### config.mk
export PLATFORM = sky130hd
export DESIGN_NAME = brtb_div
export DESIGN_NICKNAME = d
export VERILOG_FILES = /design/src/rtl/core/brtb_pkg.sv /design/src/rtl/core/brtb_div.sv
export SDC_FILE = /design/constraint.sdc
export NUM_CORES = 2
export LEC_CHECK = 0
export BUFFER_PORTS_ARGS = -buffer_cell sky130_fd_sc_hd__buf_2
export CAP_MARGIN = 25
export CORE_MARGIN = 1
export CORE_UTILIZATION = 35
export DETAILED_ROUTE_END_ITERATION = 10
export SYNTH_ARGS = -nofsm -noshare
export SYNTH_HDL_FRONTEND = slang
export SYNTH_SLANG_ARGS = --single-unit
### constraint.sdc
create_clock -name i_clk -period 19.3 [get_ports i_clk]
set_input_delay 3.86 -clock i_clk [delete_from_list [all_inputs] [get_ports i_clk]]
set_output_delay 3.86 -clock i_clk [all_outputs]
set_load 0.1 [all_outputs]
### src/rtl/core/brtb_pkg.sv
`timescale 1ns / 1ps
`default_nettype none

package brtb_pkg;

    // Divider geometry: the dividend covers the widest end address (33 bits).
    localparam int DIV_DW  = 33;
    localparam int DIV_BPS = 4;
    localparam int DIV_NST = (DIV_DW + DIV_BPS - 1) / DIV_BPS;
    localparam int DIV_PW  = DIV_NST * DIV_BPS;

    // Result status codes.
    localparam logic [1:0] ST_OK    = 2'd0;
    localparam logic [1:0] ST_OVF   = 2'd1;
    localparam logic [1:0] ST_RANGE = 2'd2;

    // Configuration register indexes.
    localparam int         REG_IDX_W       = 1;
    localparam logic [0:0] REG_BLOCK_SIZE  = 1'b0;
    localparam logic [0:0] REG_DISK_BLOCKS = 1'b1;

    // Quotients and remainders of the two dividends.
    typedef struct packed {
        logic [DIV_DW-1:0] qa;
        logic [15:0]       ra;
        logic [DIV_DW-1:0] qb;
        logic [15:0]       rb;
    } t_div_res;

endpackage

`default_nettype wire

### src/rtl/core/brtb_div.sv
`timescale 1ns / 1ps
`default_nettype none

module brtb_div #(
    parameter int SW = 1
) (
    input  wire logic                      i_clk,
    input  wire logic [brtb_pkg::DIV_NST-1:0] i_en,
    input  wire logic [brtb_pkg::DIV_DW-1:0]  i_a,
    input  wire logic [brtb_pkg::DIV_DW-1:0]  i_b,
    input  wire logic [15:0]               i_d,
    input  wire logic [SW-1:0]             i_side,
    output brtb_pkg::t_div_res             o_res,
    output logic [SW-1:0]                  o_side
);
    import brtb_pkg::*;

    logic [15:0]       r_rem_a [DIV_NST];
    logic [DIV_PW-1:0] r_qd_a  [DIV_NST];
    logic [15:0]       r_rem_b [DIV_NST];
    logic [DIV_PW-1:0] r_qd_b  [DIV_NST];
    logic [SW-1:0]     r_side  [DIV_NST];

    logic [15:0]       n_rem_a [DIV_NST];
    logic [DIV_PW-1:0] n_qd_a  [DIV_NST];
    logic [15:0]       n_rem_b [DIV_NST];
    logic [DIV_PW-1:0] n_qd_b  [DIV_NST];

    // DIV_BPS restoring steps: the dividend shifts out at the top while the
    // quotient bits shift in at the bottom of the same word.
    function automatic logic [16+DIV_PW-1:0] div_steps(
        input logic [15:0]       rem,
        input logic [DIV_PW-1:0] qd,
        input logic [15:0]       d
    );
        logic [16:0]       t;
        logic [15:0]       r;
        logic [DIV_PW-1:0] q;
        r = rem;
        q = qd;
        for (int s = 0; s < DIV_BPS; s++) begin
            t = {r, q[DIV_PW-1]};
            if (t >= {1'b0, d}) begin
                t = t - {1'b0, d};
                q = {q[DIV_PW-2:0], 1'b1};
            end else begin
                q = {q[DIV_PW-2:0], 1'b0};
            end
            r = t[15:0];
        end
        return {r, q};
    endfunction

    // Next value of every stage from the stage before it; stage 0 starts from the inputs.
    always_comb begin
        {n_rem_a[0], n_qd_a[0]} = div_steps(16'd0, DIV_PW'(i_a), i_d);
        {n_rem_b[0], n_qd_b[0]} = div_steps(16'd0, DIV_PW'(i_b), i_d);
        for (int k = 1; k < DIV_NST; k++) begin
            {n_rem_a[k], n_qd_a[k]} = div_steps(r_rem_a[k-1], r_qd_a[k-1], i_d);
            {n_rem_b[k], n_qd_b[k]} = div_steps(r_rem_b[k-1], r_qd_b[k-1], i_d);
        end
    end

    // Stage registers; each stage loads when its enable says the beat moves.
    always_ff @(posedge i_clk) begin
        for (int k = 0; k < DIV_NST; k++) begin
            if (i_en[k]) begin
                r_rem_a[k] <= n_rem_a[k];
                r_qd_a[k]  <= n_qd_a[k];
                r_rem_b[k] <= n_rem_b[k];
                r_qd_b[k]  <= n_qd_b[k];
                r_side[k]  <= (k == 0) ? i_side : r_side[(k == 0) ? 0 : k - 1];
            end
        end
    end

    assign o_res.qa = r_qd_a[DIV_NST-1][DIV_DW-1:0];
    assign o_res.ra = r_rem_a[DIV_NST-1];
    assign o_res.qb = r_qd_b[DIV_NST-1][DIV_DW-1:0];
    assign o_res.rb = r_rem_b[DIV_NST-1];
    assign o_side   = r_side[DIV_NST-1];

endmodule

`default_nettype wire

Yosys cells after proc, flatten, opt, wreduce, memory -nomap -nowiden

Memory sizes are Yosys's and may differ from the RTL's.
Cells that the tools add are included.

Memories: 5
Register bits: 0
Word-level logic and storage cells: 308
Output and inout bits: 99
Bits in writable memories: 945
Input port bits: 93

Multiplexer cells: 161
$lt $le $gt $ge: 71
Add/sub/neg operators: 71

Memory list:

| memory  | words | width | rd ports | clocked after Yosys merged registers in | write ports | RTL line       | source |
|---|---|---|---|---|---|---|---|
| r_qd_a  | 9     | 36    | 9        | 0                                       | 9           | brtb_div.sv:19 | `logic [DIV_PW-1:0] r_qd_a [DIV_NST];` |
| r_qd_b  | 9     | 36    | 9        | 0                                       | 9           | brtb_div.sv:21 | `logic [DIV_PW-1:0] r_qd_b [DIV_NST];` |
| r_rem_a | 9     | 16    | 9        | 0                                       | 9           | brtb_div.sv:18 | `logic [15:0] r_rem_a [DIV_NST];` |
| r_rem_b | 9     | 16    | 9        | 0                                       | 9           | brtb_div.sv:20 | `logic [15:0] r_rem_b [DIV_NST];` |
| r_side  | 9     | 1     | 9        | 0                                       | 9           | brtb_div.sv:22 | `logic [SW-1:0] r_side [DIV_NST];` |

Operator list:

| kind                                                                                 | number |
|---|---|
| 17-bit by 16-bit greater-or-equal comparator with 1-bit output                       | 70 |
| 16-bit two-way mux                                                                   | 71 |
| 16-bit subtractor                                                                    | 70 |
| 1-bit two-way mux                                                                    | 90 |
| 1-bit by 16-bit greater-or-equal comparator with 1-bit output (first input constant) | 1 |
| 1-bit by 16-bit subtractor with 16-bit output (first input constant)                 | 1 |

Longest topological paths before layout

An unclocked memory read counts as a cell.

Depth after elaboration: 9
Gate-level depth with buffers: 53
Gate-level depth less buffers: 48

Worst setup path before layout

No wires, ideal clock.

Path kind: input to register
From: input i_d[1]
To: memory r_rem_b[6][7], in the netlist r_rem_b[0][103], data pin
Path slack: 2.351 ns
Buffers on the path: 5
Required time: 19.038 ns
Library setup time: 0.262 ns
Cell stages on the path: 48
Data arrival time: 16.687 ns
Cell sequence: inv_1 ha_1 nor2b_1 o21bai_1 nand4b_1 a21oi_2 o31ai_2 clkbuf_1 buf_1 o21ai_0 inv_1 ha_1 nor2b_1 o31ai_1 a2111oi_0 o31ai_1 nand2b_1 o211ai_1 [... 12 more ...] o21ai_0 a31oi_4 inv_2 clkbuf_1 a21oi_1 ha_1 nor2b_1 o21ai_0 a21boi_0 o211a_1 o21ai_0 a21boi_0 o41ai_1 o311ai_0 a31o_2 a211oi_4 buf_6 mux2_1

RTL lines:

| element         | RTL line       | source |
|---|---|---|
| start, declared | brtb_div.sv:11 | `input wire logic [15:0] i_d,` |
| end, declared   | brtb_div.sv:20 |  |

==> results.md <==
* Status: finished with violations
* Failing checks: DRC
* Synth area leaders: edfxtp_1 30%, ha_1 15%, mux2_2 7.0%, xnor2_1 5.3%, a21oi_1 4.5%
* Leading area contributor after synthesis: edfxtp_1
* Tmin final at 16450 ps
* Clock-pin slew on the worst setup and hold paths at approximately 60 ps
* Async SR Flop Fraction at 0%
* CTS Root Cell: clkbuf_16
* Gate Count Post-Synth at about 9300
* Hold buffer count at cts at 0
* DRC violations left at 64
* CTS resizes at 0
* Largest stage delay, worst path at 850 ps
* Hold WS at 397.1 ps
* Slew margin rel. at 29.12%
* Slew @ Worst Pin at 1057 ps
* Layout area overhead at 9.405%
* Post-Layout Cell Count at ~13000
* Fin area at 96900 um^2
* Max Fanout on Critical Path at 36
* Worst setup path category: in2reg
* Fillcell total at ~25000
* Number of synthesized register bits at 891
* GRT overflow at 0
* First-pass GRT wire length at 423300 um
* CP Launch Type: primary input
* Max Cap Viol at 0
* Final Max Slew Viols at 0
* CP max stage cell: o31ai_2
* Syn Area/Cell at ~9.5 um^2
* Die Ht at 505.0 um
* I/O Buffers at 191
* Clk sinks at 891
* Yosys synthesis warning count at 0
* Post-DP HPWL at 208600 um
* Routed vias/inst at 5.692
* Routed WL at 279700 um
* Starting density of the core at 35.23%
* Routability cong. at 0.9468
* Max Fclk at between 60 and 70 MHz
* Top-area cell type share of the netlist area at a little under a third
* Multiplexer share of the synthesized area at about 8.6%
* Drt pass-1 iters at 9
* Iter 0 DRT Violations at 5631
* Routed vias at ~74000
* ANT nets after route at 0
* Largest net degree at the start of global routing at 60
* Largest family of logic cells by synthesized area: compound AO/OA/AOI/OAI gates
* Post-synth EDFFs at 891
* Share of cells above drive strength 1 at 12.65%
* Part of the cycle the worst path needs at 85.21%
* Final Setup Violations at 0
* Number of H-tree levels at 3
* Vias in the first global route at 72064
* HP Class: reg2reg
* RSZ-0062 raised after global routing: no
* Req. time, crit path at 19840 ps
* Rows at 184
* Final hold vios at 0
* Simple-gate share of the synthesized area at between 10% and 20%
* Total CTS buffers at 111
* Initial antenna violation count at 11
* Total GRT Usage at 21.21%
* Commonest non-fill, non-tap cell in the layout: ha_1
* Post-synthesis compound-gate area fraction at 19.60%
* CP endpoint kind: flop
* Commonest non-fill, non-tap cells in the layout: 1073 x ha_1, 891 x edfxtp_1, 796 x a21oi_1, 655 x nor2_1, 576 x nand2_1
* Register area share after synthesis at 30.21%
* Hold Path Stages at 0
* Largest buffer count on any clock path at 3
* Clk_lat worst skew at 820 ps
* Core area at 251400 um^2
* Synthesized area at 88570 um^2
* Placed Area at between 90000 and 100000 um^2
* DR WL/cell at 21.61 um
* Dpl cells at 12733
* Setup bufs post-CTS at 0
* R2R depth at 43
* Die X at 505.0 um
* Crit path DAT at 16980 ps
* CTS tree: built
* Die area at 255100 um^2
* Adder-Cell Fraction of Synth Area at between 15 and 20%
* Synth Flop Type: edfxtp_1
* Clk_skew at 36.51 ps
* Synth cell types at 114
* Most common cell on crit path: o21ai_0
* Layout Nets at 10732
* Setup TNS at 0 ps
* Post-synthesis xor/xnor area fraction at 7.723%
* IO Count at 192
==> cell usage after synthesis (17+ instances only) <==
library cell and count:
o211ai_1 46, clkbuf_1 93, ha_1 1073, or2_2 52, mux2i_1 101, and2_1 47
nor3_1 208, a31oi_1 67, a221o_1 47, o21bai_1 106, a31o_2 32, o21ai_0 521
nand2b_1 113, a211oi_1 78, edfxtp_1 891, a21o_1 306, nor4_1 60, o21a_1 165
xor2_1 246, o22ai_1 30, nor2_1 655, buf_2 34, a221oi_1 17, a2111oi_0 17
nand3_1 179, fa_1 66, a21boi_0 50, a211o_1 25, or3_1 66, o31ai_1 51
nor2b_1 154, buf_4 106, o41ai_1 30, nand4_1 164, xnor2_1 535, mux2_2 552
and3_1 73, inv_1 504, o31a_1 35, a21oi_1 796, o2111ai_1 17, nand2_1 576
==> area by class of cell <==
| class | instances | area, um^2 | area share, % |
|---|---|---|---|
| Sequential cell | 891 | 26760 | 27.61 |
| Antenna cell | 2 | 5.005 | 0.005165 |
| Timing Repair Buffer | 293 | 1869 | 1.929 |
| Inverter | 518 | 1984 | 2.048 |
| Clock buffer | 128 | 2863 | 2.954 |
| Multi-Input combinational cell | 7685 | 58460 | 60.33 |
| Tap cell | 3348 | 4189 | 4.323 |
| Clock inverter | 80 | 770.7 | 0.7954 |
==> routing by layer <==
metal	track usage, %	routed length, um
met1	28.28	127300
met5	0	17
met4	7.128	9756
met2	35.04	127800
met3	2.903	14940
==> logic make-up after synthesis <==
group	Yosys count
adders and majority gates	1139
and+or+nand+nor	2431
AOI/OAI and AO/OA	2642
muxes	685
buffers and inverters	772
other	1
DFF	891
xor gates and xnor gates	781
==> critical path, delay by kind of cell <==
family	cells	cell delay [ps]
adder cells (fa/ha/maj)	4	1340
buffers and inverters	6	1480
AO/OA/AOI/OAI	26	8140
multiplexers	1	420
AND/OR/NAND/NOR	8	1640
==> registers in the layout (all words and copies together), names as in the netlist <==
name and flops:
r_qd_b 297, r_qd_a 297, r_rem_a 144, r_side 9, r_rem_b 144
==> path summary, 6_finish.rpt <==
check | from | slack [ps] | endpoint
worst min register to register | r_qd_a[0][75]$_DFFE_PP_ | 400 | r_qd_a[0][115]$_DFFE_PP_
worst max register to register | r_rem_b[0][82]$_DFFE_PP_ | 6110 | r_rem_b[0][98]$_DFFE_PP_
worst min-delay path | r_qd_a[0][75]$_DFFE_PP_ | 400 | r_qd_a[0][115]$_DFFE_PP_
worst max-delay path | i_d[1] | 2850 | r_rem_b[0][98]$_DFFE_PP_
==> per-stage QoR <==
step / worst slack (ps) / util [%]
after CTS: 3000 / 38.53
after global placement: 2535 / 37.08
after global routing: 1691 / 38.54
after floorplan: 2351 / -
after detailed placement: 2207 / 37.09
final: 2854 / 38.54
Power is left out: the tool's default activity adds up to more than one toggle a clock period on the data nets, which glitch-free logic cannot reach.
